File: src/hdl/cpi_pkg.sv
// Shared types and constants for the circle pair intersection pipeline.
package cpi_pkg;

    localparam int LP_SQRT_STEPS = 64;
    localparam int LP_DIV_STEPS  = 64;
    localparam int LP_NUM_DIVS   = 4;

    localparam logic [1:0] CNT_NONE = 2'd0;
    localparam logic [1:0] CNT_ONE  = 2'd1;
    localparam logic [1:0] CNT_TWO  = 2'd2;

    // geometry that rides along the whole pipe
    typedef struct packed {
        logic [1:0]  count;
        logic [31:0] x1;
        logic [31:0] y1;
        logic        dx_neg;
        logic        dy_neg;
        logic        dy_pos;
        logic        k_neg;
        logic [32:0] dxm;
        logic [32:0] dym;
        logic [63:0] d;
        logic [63:0] kmag;
    } t_geo;

    typedef struct packed {
        logic [127:0] rad;
        logic [65:0]  rem;
        logic [63:0]  root;
    } t_sqrt;

    // lanes: 0 px offset, 1 py offset, 2 nx, 3 ny
    typedef struct packed {
        logic [LP_NUM_DIVS-1:0][63:0] r;
        logic [LP_NUM_DIVS-1:0][63:0] nq;
    } t_div;

endpackage

File: src/hdl/cpi_sqrt_cell.sv
// One digit step of the pipelined integer square root.
module cpi_sqrt_cell (
    input  logic           i_clk,
    input  logic           i_rst_n,
    input  logic           i_vld,
    input  cpi_pkg::t_geo  i_geo,
    input  cpi_pkg::t_sqrt i_st,
    output logic           o_vld,
    output cpi_pkg::t_geo  o_geo,
    output cpi_pkg::t_sqrt o_st
);
    import cpi_pkg::*;

    logic  [67:0] w_rem, w_trial, w_diff;
    logic         w_ge;
    logic         r_vld;
    t_geo         r_geo;
    t_sqrt        r_st;

    always_comb begin
        w_rem   = {i_st.rem, i_st.rad[127:126]};
        w_trial = {2'b0, i_st.root, 2'b01};
        w_ge    = w_rem >= w_trial;
        w_diff  = w_rem - w_trial;
    end

    always_ff @(posedge i_clk) begin
        if (!i_rst_n) begin
            r_vld <= 1'b0;
        end else begin
            r_vld <= i_vld;
        end
    end

    always_ff @(posedge i_clk) begin
        r_geo      <= i_geo;
        r_st.rad   <= {i_st.rad[125:0], 2'b00};
        r_st.rem   <= w_ge ? w_diff[65:0] : w_rem[65:0];
        r_st.root  <= {i_st.root[62:0], w_ge};
    end

    assign o_vld = r_vld;
    assign o_geo = r_geo;
    assign o_st  = r_st;

endmodule

File: config.mk
export PLATFORM = sky130hd
export DESIGN_NAME = cpi_sqrt_cell
export DESIGN_NICKNAME = d
export VERILOG_FILES = /design/src/hdl/cpi_pkg.sv /design/src/hdl/cpi_sqrt_cell.sv
export SDC_FILE = /design/constraint.sdc
export NUM_CORES = 1
export LEC_CHECK = 0
export BUFFER_PORTS_ARGS = -buffer_cell sky130_fd_sc_hd__buf_4
export CORE_AREA = 4 4 402 404
export CTS_CLUSTER_DIAMETER = 60
export DETAILED_ROUTE_END_ITERATION = 10
export DIE_AREA = 0 0 406 408
export GPL_TIMING_DRIVEN = 0
export PLACE_DENSITY = 0.39
export RECOVER_POWER = 50
export SETUP_SLACK_MARGIN = 0.15
export SLEW_MARGIN = 20
export SYNTH_ARGS = -nofsm -noshare
export SYNTH_HDL_FRONTEND = slang
export SYNTH_SLANG_ARGS = --single-unit
File: constraint.sdc
create_clock -name i_clk -period 4.9 [get_ports i_clk]
set_clock_uncertainty 0.15 [all_clocks]
set_input_delay 0.98 -clock i_clk [delete_from_list [all_inputs] [get_ports i_clk]]
set_output_delay 0.98 -clock i_clk [all_outputs]
set_load 0.005 [all_outputs]
[Yosys cells after proc, flatten, opt, wreduce, memory -nomap -nowiden]
Index checks and enable logic that the tools add are counted.
Word-level totals
  output and inout port bits: 523
  input port bits: 525
  register bits after elaboration: 521
Cells by class
  add/sub/neg operators: 1
  magnitude comparators: 1
  muxes and demuxes: 1
Operators with widths (count)
  $ge 68x66->1: 1
  $mux 66: 1
  $sub 66x66->66: 1

[Depth between registers and ports, before layout]
Gate-level depths: netlist of run 1.
  depth in word-level cells: 2
  mapped depth: 15
  depth with buffers taken out: 12

[Worst setup path before layout of run 1]
Ideal clock, no wire load.
  path type: in2reg
  start: input i_st[38] (netlist name)
  end: register r_st (netlist bit o_st[123])
  setup time: 0.123 ns
  stages: 12
  setup slack: 0.657 ns
  arrival time: 3.970 ns
  cells stage by stage: inv_1 ha_1 buf_2 nand4_2 or4_1 or4_4 o211a_4 a31oi_4 a2bb2oi_4 buf_6 buf_8 mux2_1
On the way
  longest elaborated chain between the ends: 2
  elaborated cells on any way between the ends: 3
  classes of those cells: add/sub: 1; order compare: 1; mux: 1
Ends and longest elaborated chain
  start: declaration: RTL line cpi_sqrt_cell.sv:7  | input cpi_pkg::t_sqrt i_st,
  $ge 68x66->1: RTL line cpi_sqrt_cell.sv:23  | w_ge = w_rem >= w_trial;
  via w_ge: RTL line cpi_sqrt_cell.sv:15  | logic w_ge;
  $mux 66: RTL line cpi_sqrt_cell.sv:38  | r_st.rem <= w_ge ? w_diff[65:0] : w_rem[65:0];
  end: declaration: RTL line cpi_sqrt_cell.sv:18  | t_sqrt r_st;
The timed path passes the listed nets, and every way through them passes these cells.
A chain may end at the register's enable or synchronous reset.

[Worst setup path after layout of run 1]
  start: input i_st[12] (netlist name)
  end: register r_st (netlist bit o_st[129])
On the way
  longest elaborated chain between the ends: 2
  elaborated cells on any way between the ends: 3
  classes of those cells: add/sub: 1; order compare: 1; mux: 1
Ends and longest elaborated chain (RTL line)
  $sub 66x66->66 or $ge 68x66->1 (tied branches): cpi_sqrt_cell.sv:24, cpi_sqrt_cell.sv:23
  $mux 66 *: cpi_sqrt_cell.sv:38
Every way passes the cells marked *; elsewhere a longest branch is shown, timed or not.

==> results of run 1 <==
[stage by stage]
stage	hold slack, ns	power [mW]
final	0.237	13.6
after floorplan	0.858	5.40
after global routing	0.182	14.2
after CTS	0.121	14.0
after global placement	0.935	6.84
after detailed placement	0.935	6.83
[cell families after synthesis]
logic type	Yosys count
xor+xnor	57
compound gates	242
fa+ha+maj	66
simple gates	225
other cells	1
buf+inv	111
mux	66
flops	521
[metal layers]
metal  track usage [%]  share of wire [%]
met1              16.4                 35
met2              27.5                 47
met3              11.1                 15
met4              4.39                2.6
met5                 0               0.20
[power breakdown]
| part | internal, mW | switching [mW] |
|---|---|---|
| clock network | 4.29 | 2.66 |
| registers | 4.58 | 0.105 |
| logic | 0.918 | 1.02 |
| total | 9.79 | 3.78 |
[critical path, cell delays in order]
cell	delay, ns
sky130_fd_sc_hd__clkbuf_1	0.13
sky130_fd_sc_hd__inv_1	0.06
sky130_fd_sc_hd__ha_1	0.38
sky130_fd_sc_hd__a21oi_1	0.31
sky130_fd_sc_hd__o21ai_0	0.19
sky130_fd_sc_hd__nor2b_1	0.17
sky130_fd_sc_hd__or4_1	0.58
sky130_fd_sc_hd__o2111ai_1	0.61
sky130_fd_sc_hd__a2111oi_1	0.28
sky130_fd_sc_hd__a31o_2	0.34
sky130_fd_sc_hd__o21ai_0	0.60
sky130_fd_sc_hd__xnor2_1	0.16
sky130_fd_sc_hd__mux2_2	0.29
[path summary, 6_finish.rpt]
kind / endpoint / start / slack [ns] / cells past startpoint
setup / recovery: o_st[129] / i_st[12] / 0.23 / 13
hold / removal: o_st[204] / i_st[202] / 0.24 / 1
[layout by cell type, fill, tap and decap left out, types with 12 or more instances in the layout]
master                      synthesis  layout
sky130_fd_sc_hd__nand4_1           16      16
sky130_fd_sc_hd__inv_6              0      16
sky130_fd_sc_hd__o21ai_0           46      45
sky130_fd_sc_hd__clkbuf_8           0      16
sky130_fd_sc_hd__mux2_1            26      26
sky130_fd_sc_hd__clkbuf_16          0      98
sky130_fd_sc_hd__nand2_1           69      69
sky130_fd_sc_hd__nor3_1            22      22
sky130_fd_sc_hd__xnor2_1           35      35
sky130_fd_sc_hd__buf_4              5     532
sky130_fd_sc_hd__nand3_1           19      19
sky130_fd_sc_hd__dfxtp_1          521     521
sky130_fd_sc_hd__xor2_1            22      22
sky130_fd_sc_hd__clkbuf_4           0     435
sky130_fd_sc_hd__inv_1             78      78
sky130_fd_sc_hd__o21bai_1          13      13
sky130_fd_sc_hd__mux2_2            37      37
sky130_fd_sc_hd__ha_1              66      66
sky130_fd_sc_hd__a21o_1            31      31
sky130_fd_sc_hd__clkbuf_1          17     108
sky130_fd_sc_hd__nor2_1            50      50
sky130_fd_sc_hd__clkinv_4           0      12
sky130_fd_sc_hd__a21oi_1           87      87
[sequential cells by signal, indices dropped and copies added, names as in the netlist]
register / flops
o_geo: 264
o_st: 256
o_vld: 1
[final cells by class]
class / count / share of cell area (%)
flip-flops and latches: 521 / 35.8
multi-input cells: 658 / 16.2
well taps: 2072 / 8.89
clock buffers: 122 / 9.27
plain buffers: 33 / 0.657
inverters: 78 / 1.00
clock inverters: 56 / 2.25
repair buffers: 1045 / 25.8
diodes: 9 / 0.0772
[timing repair]
item | in CTS | in global routing
pin swaps | 0 | 0
hold buffers | 0 | 0
resized for setup | 1 | 1
endpoints found under the setup margin | 9 | 1
[cells in the mapped netlist (9+ instances only)]
cell / n
sky130_fd_sc_hd__o21bai_1: 13
sky130_fd_sc_hd__nand4_1: 16
sky130_fd_sc_hd__xnor2_1: 35
sky130_fd_sc_hd__nor3_1: 22
sky130_fd_sc_hd__nand2_1: 69
sky130_fd_sc_hd__mux2_1: 26
sky130_fd_sc_hd__mux2_2: 37
sky130_fd_sc_hd__a21o_1: 31
sky130_fd_sc_hd__inv_1: 78
sky130_fd_sc_hd__clkbuf_1: 17
sky130_fd_sc_hd__dfxtp_1: 521
sky130_fd_sc_hd__a31oi_1: 9
sky130_fd_sc_hd__o21ai_0: 46
sky130_fd_sc_hd__nor2_1: 50
sky130_fd_sc_hd__nand3_1: 19
sky130_fd_sc_hd__ha_1: 66
sky130_fd_sc_hd__xor2_1: 22
sky130_fd_sc_hd__a21oi_1: 87
==> metrics.json, run 1 <==
{
  "tns": {"value": 0, "unit": "ns"},
  "run_status": {"value": "completed"},
  "layout-drive-gt1-share": {"value": 47.7, "unit": "%"},
  "pin_count_of_the_biggest_net_entering_global_routing": {"value": 15},
  "number_of_buffers_created_by_cts": {"value": 97},
  "period_needed": {"value": 4.67, "unit": "ns"},
  "final-max-slew-violation-count": {"value": 0},
  "place_hpwl": {"value": 125, "unit": "mm"},
  "critPathArrivalTime": {"value": 5.10, "unit": "ns"},
  "tritoncts": {"value": "done"},
  "gpl.final_weighted_congestion": {"value": 0.895},
  "worst_path_required": {"value": 5.33, "unit": "ns"},
  "slew_headroom": {"value": 21.0, "unit": "%"},
  "start_util": {"value": 9.91, "unit": "%"},
  "yosys_warnings": {"value": 0},
  "synth_fa_ha_area_share": {"value": 5.28, "unit": "%"},
  "routed_wire_length_per_instance": {"value": 30.5, "unit": "um"},
  "rsz0062_at_grt": {"value": "no"},
  "io_pins": {"value": 1048},
  "finalSetupViolations": {"value": 0},
  "synth_simple_gate_area_share": {"value": 6.98, "unit": "%"},
  "synthMuxAreaShare": {"value": 4.73, "unit": "%"},
  "cts_sinks": {"value": 521},
  "place_ws": {"value": -0.656, "unit": "ns"},
  "layout-area-overhead-vs-synth": {"value": 86.5, "unit": "%"},
  "synth_ff_type": {"value": "sky130_fd_sc_hd__dfxtp_1"},
  "synth_cells": {"value": 1289},
  "synth-async-reset-ratio": {"value": 0, "unit": "%"},
  "numPortBuffers": {"value": 1045},
  "synth_top_family_by_area": {"value": "compound AO/OA/AOI/OAI gates"},
  "synth.avg_cell_area": {"value": 12.1, "unit": "um2"},
  "post_layout_nonfiller_instances": {"value": 4594},
  "drc_errors": {"value": 0},
  "fin_util": {"value": 18.5, "unit": "%"},
  "core_region_area": {"value": 0.158, "unit": "mm2"},
  "global_route_wire_length_before_repair": {"value": 172, "unit": "mm"},
  "cts.reportedPaths.clkPinSlew": {"value": 0.06, "unit": "ns"},
  "die_y": {"value": 408, "unit": "um"},
  "power_per_cell_area": {"value": 466, "unit": "mW/mm2"},
  "layout.filler_cells": {"value": 17600},
  "stdcell_area": {"value": 0.0292, "unit": "mm2"},
  "antenna_found_initial": {"value": 118},
  "startpoint_type": {"value": "input port"},
  "vias": {"value": 15100},
  "root_buffer_master": {"value": "sky130_fd_sc_hd__clkbuf_16"},
  "std_cell_rows": {"value": 146},
  "ir_drop": {"value": 237, "unit": "uV"},
  "multiInputGateArea": {"value": 0.00473, "unit": "mm2"},
  "post-route-period-util": {"value": 95.3, "unit": "%"},
  "max_cap_violations": {"value": 0},
  "detailedRoute.firstPassIterationCount": {"value": 5},
  "worst_slack": {"value": 0.230, "unit": "ns"},
  "ant_nets": {"value": 0},
  "yosys.area.top_type_share": {"value": 66.7, "unit": "%"},
  "postCtsSetupBuffers": {"value": 0},
  "worstMarginPinSlew": {"value": 1.17, "unit": "ns"},
  "gr_ovfl_total": {"value": 0},
  "power.leakage": {"value": 13.2, "unit": "nW"},
  "critPathMaxFanout": {"value": 6},
  "layout.area.seq": {"value": 0.0104, "unit": "mm2"},
  "placed_cells": {"value": 4407},
  "hold_class": {"value": "in2reg"},
  "postSynthRegisterBits": {"value": 521},
  "vias_in_the_first_global_route": {"value": 15500},
  "drt-vias-per-instance": {"value": 3.29},
  "clock.fmax": {"value": 214, "unit": "MHz"},
  "crit_path_category": {"value": "in2reg"},
  "htree_num_levels": {"value": 3},
  "die_x": {"value": 406, "unit": "um"},
  "netlist_top_cells_area": {"value": "sky130_fd_sc_hd__dfxtp_1 67%, sky130_fd_sc_hd__ha_1 5.3%, sky130_fd_sc_hd__a21oi_1 2.8%"},
  "yosysTopAreaCell": {"value": "sky130_fd_sc_hd__dfxtp_1"},
  "clockBufferDepth": {"value": 3},
  "synth.lib_cells_used.distinct": {"value": 65},
  "grt_resource_usage_total": {"value": 16.3, "unit": "%"},
  "synth_sequential_area_ratio": {"value": 66.7, "unit": "%"},
  "die_area": {"value": 0.166, "unit": "mm2"},
  "placement.cell_area": {"value": 0.0261, "unit": "mm2"},
  "number_of_flops_mapped_to_enable_cells_by_yosys": {"value": 0},
  "synth-xor-area-share": {"value": 3.19, "unit": "%"},
  "combined_area_of_all_synthesized_cells": {"value": 0.0156, "unit": "mm2"},
  "wl": {"value": 140, "unit": "mm"},
  "final_nets": {"value": 3025},
  "synth_compound_gate_area_share": {"value": 9.99, "unit": "%"},
  "endpoint_kind": {"value": "flop"},
  "drt-initial-drc-count": {"value": 774},
  "hold_viol_final": {"value": 0}
}
(Power assumes the default switching activity.)
==> inputs of run 2 (changes only) <==
--- a/config.mk
+++ b/config.mk
@@ -12,7 +12,6 @@
 export DIE_AREA = 0 0 406 408
 export GPL_TIMING_DRIVEN = 0
 export PLACE_DENSITY = 0.39
-export RECOVER_POWER = 50
 export SETUP_SLACK_MARGIN = 0.15
 export SLEW_MARGIN = 20
 export SYNTH_ARGS = -nofsm -noshare
==> metrics.json, run 2 (synthesis results as in run 1) <==
{
  "placement.cell_area": {"value": 0.0261, "unit": "mm2", "change": "unchanged"},
  "ant_nets": {"value": 0, "change": "unchanged"},
  "crit_path_category": {"value": "in2reg"},
  "power.leakage": {"value": 13.6, "unit": "nW", "change": "+3.0%"},
  "gr_ovfl_total": {"value": 0, "change": "unchanged"},
  "tns": {"value": 0, "unit": "ns", "change": "unchanged"},
  "layout.filler_cells": {"value": 17600, "change": "-0.40%"},
  "clockBufferDepth": {"value": 3, "change": "unchanged"},
  "root_buffer_master": {"value": "sky130_fd_sc_hd__clkbuf_16"},
  "antenna_found_initial": {"value": 86, "change": "-27%"},
  "slew_headroom": {"value": 25.0, "unit": "%", "change": "+4.0 points"},
  "drt-vias-per-instance": {"value": 3.28, "change": "-0.42%"},
  "global_route_wire_length_before_repair": {"value": 172, "unit": "mm", "change": "unchanged"},
  "layout_commonest_cell": {"value": "sky130_fd_sc_hd__buf_4"},
  "cts.hold.buffers_added": {"value": 0, "change": "unchanged"},
  "numPortBuffers": {"value": 1045, "change": "unchanged"},
  "post-route-period-util": {"value": 93.8, "unit": "%", "change": "-1.5 points"},
  "gpl.final_weighted_congestion": {"value": 0.895, "change": "unchanged"},
  "rsz0062_at_grt": {"value": "no"},
  "postCtsSetupBuffers": {"value": 0, "change": "unchanged"},
  "cts.reportedPaths.clkPinSlew": {"value": 0.06, "unit": "ns", "change": "about the same"},
  "wl": {"value": 141, "unit": "mm", "change": "+0.36%"},
  "largest_register_ff_count": {"value": 264, "change": "unchanged"},
  "final_nets": {"value": 3025, "change": "unchanged"},
  "std_cell_rows": {"value": 146, "change": "unchanged"},
  "layout_common_cells": {"value": "1050 x sky130_fd_sc_hd__buf_4, 521 x sky130_fd_sc_hd__dfxtp_1, 98 x sky130_fd_sc_hd__clkbuf_16, 87 x sky130_fd_sc_hd__a21oi_1, 78 x sky130_fd_sc_hd__inv_1"},
  "max_cap_violations": {"value": 0, "change": "unchanged"},
  "hold_class": {"value": "in2reg"},
  "vias": {"value": 15100, "change": "-0.35%"},
  "final-max-slew-violation-count": {"value": 0, "change": "unchanged"},
  "power_per_cell_area": {"value": 463, "unit": "mW/mm2", "change": "-0.55%"},
  "vias_in_the_first_global_route": {"value": 15500, "change": "unchanged"},
  "endpoint_kind": {"value": "flop"},
  "hold_viol_final": {"value": 0, "change": "unchanged"},
  "ir_drop": {"value": 237, "unit": "uV", "change": "about the same"},
  "htree_num_levels": {"value": 3, "change": "unchanged"},
  "drt-initial-drc-count": {"value": 826, "change": "+6.7%"},
  "clock.fmax": {"value": 218, "unit": "MHz", "change": "+1.6%"},
  "routed_wire_length_per_instance": {"value": 30.6, "unit": "um", "change": "+0.29%"},
  "finalSetupViolations": {"value": 0, "change": "unchanged"},
  "detailedRoute.firstPassIterationCount": {"value": 5, "change": "unchanged"},
  "critPathArrivalTime": {"value": 5.02, "unit": "ns", "change": "-0.08 ns"},
  "layout-area-overhead-vs-synth": {"value": 88.5, "unit": "%"},
  "die_x": {"value": 406, "unit": "um", "change": "unchanged"},
  "start_util": {"value": 9.91, "unit": "%", "change": "unchanged"},
  "number_of_buffers_created_by_cts": {"value": 97, "change": "unchanged"},
  "worst_path_required": {"value": 5.33, "unit": "ns", "change": "about the same"},
  "pin_count_of_the_biggest_net_entering_global_routing": {"value": 15, "change": "unchanged"},
  "cts_sinks": {"value": 521, "change": "unchanged"},
  "io_pins": {"value": 1048, "change": "unchanged"},
  "place_hpwl": {"value": 125, "unit": "mm", "change": "unchanged"},
  "period_needed": {"value": 4.60, "unit": "ns", "change": "-0.0734 ns"},
  "die_area": {"value": 0.166, "unit": "mm2", "change": "unchanged"},
  "startpoint_type": {"value": "input port"},
  "die_y": {"value": 408, "unit": "um", "change": "unchanged"},
  "worstMarginPinSlew": {"value": 1.11, "unit": "ns", "change": "-0.0589 ns"},
  "grt_resource_usage_total": {"value": 16.3, "unit": "%", "change": "unchanged"},
  "tritoncts": {"value": "done"},
  "critPathMaxFanout": {"value": 6, "change": "unchanged"},
  "core_region_area": {"value": 0.158, "unit": "mm2", "change": "unchanged"},
  "layout-drive-gt1-share": {"value": 51.0, "unit": "%", "change": "+3.3 points"},
  "drc_errors": {"value": 0, "change": "unchanged"},
  "stdcell_area": {"value": 0.0295, "unit": "mm2", "change": "+1.1%"},
  "run_status": {"value": "completed"}
}
## run 2: cell count changes in the layout (fill, tap and decap cells not counted)
cell                       previous run  this run
sky130_fd_sc_hd__and2_0               1         0
sky130_fd_sc_hd__and2_1               3         4
sky130_fd_sc_hd__buf_4              532      1050
sky130_fd_sc_hd__clkbuf_1           108        25
sky130_fd_sc_hd__clkbuf_4           435         0
sky130_fd_sc_hd__diode_2              9        12
## run 2: worst paths after layout
kind                   from        end  slack, ns  cells after the start
setup / recovery   i_st[12]  o_st[129]       0.30                     13
hold / removal    i_st[202]  o_st[204]       0.22                      1
## run 2: power by group
group	leakage (nW)	total [mW]	internal, mW	switching (mW)
combinational	7.51	2.01	0.988	1.02
clock	1.65	6.95	4.29	2.66
sequential	4.40	4.68	4.58	0.107
total	13.6	13.6	9.86	3.79
## run 2: cell type report
| cell class | count | area, um2 | area share, % |
|---|---|---|---|
| Antenna cell | 12 | 30.0 | 0.102 |
| Buffer | 33 | 191 | 0.650 |
| Clock buffer | 122 | 2700 | 9.17 |
| Clock inverter | 56 | 657 | 2.23 |
| Inverter | 78 | 293 | 0.993 |
| Multi-Input combinational cell | 658 | 4730 | 16.1 |
| Sequential cell | 521 | 10400 | 35.4 |
| Tap cell | 2072 | 2590 | 8.80 |
| Timing Repair Buffer | 1045 | 7850 | 26.6 |
## run 2: worst max-delay path: stages
cell and delay [ns]:
sky130_fd_sc_hd__buf_4 0.09, sky130_fd_sc_hd__inv_1 0.04, sky130_fd_sc_hd__ha_1 0.37, sky130_fd_sc_hd__a21oi_1 0.31, sky130_fd_sc_hd__o21ai_0 0.18, sky130_fd_sc_hd__nor2b_1 0.17
sky130_fd_sc_hd__or4_1 0.58, sky130_fd_sc_hd__o2111ai_1 0.62, sky130_fd_sc_hd__a2111oi_1 0.28, sky130_fd_sc_hd__a31o_2 0.34, sky130_fd_sc_hd__o21ai_0 0.60, sky130_fd_sc_hd__xnor2_1 0.16
sky130_fd_sc_hd__mux2_2 0.29
## run 2: metal layers
metal | routed length, um | track usage (%) | vias up
met1 | 49000 | 16.4 | 7160
met5 | 217 | 0 | -
met3 | 21700 | 11.1 | 233
li1 | - | - | 6769
met4 | 3500 | 4.39 | 32
met2 | 66500 | 27.5 | 873
## run 2: what timing repair did
item                                    CTS  global route
endpoints found under the hold margin     0             0
resized for setup                         1             1
endpoints found under the setup margin    9             1
## run 2: metrics by stage
| stage | hold WS (ns) | std cells | worst slack [ns] | util, % | total power, mW |
|---|---|---|---|---|---|
| 2_1_floorplan | 0.858 | 1290 | 0.657 | - | 5.40 |
| 3_3_place_gp | 0.935 | 4407 | -0.805 | 16.5 | 6.84 |
| 3_5_place_dp | 0.935 | 4407 | -0.656 | 16.5 | 6.83 |
| 4_1_cts | 0.121 | 4585 | 0.297 | 18.7 | 14.0 |
| 5_1_grt | 0.159 | 4587 | 0.262 | 18.7 | 14.3 |
| 6_report | 0.216 | 4597 | 0.304 | 18.7 | 13.6 |
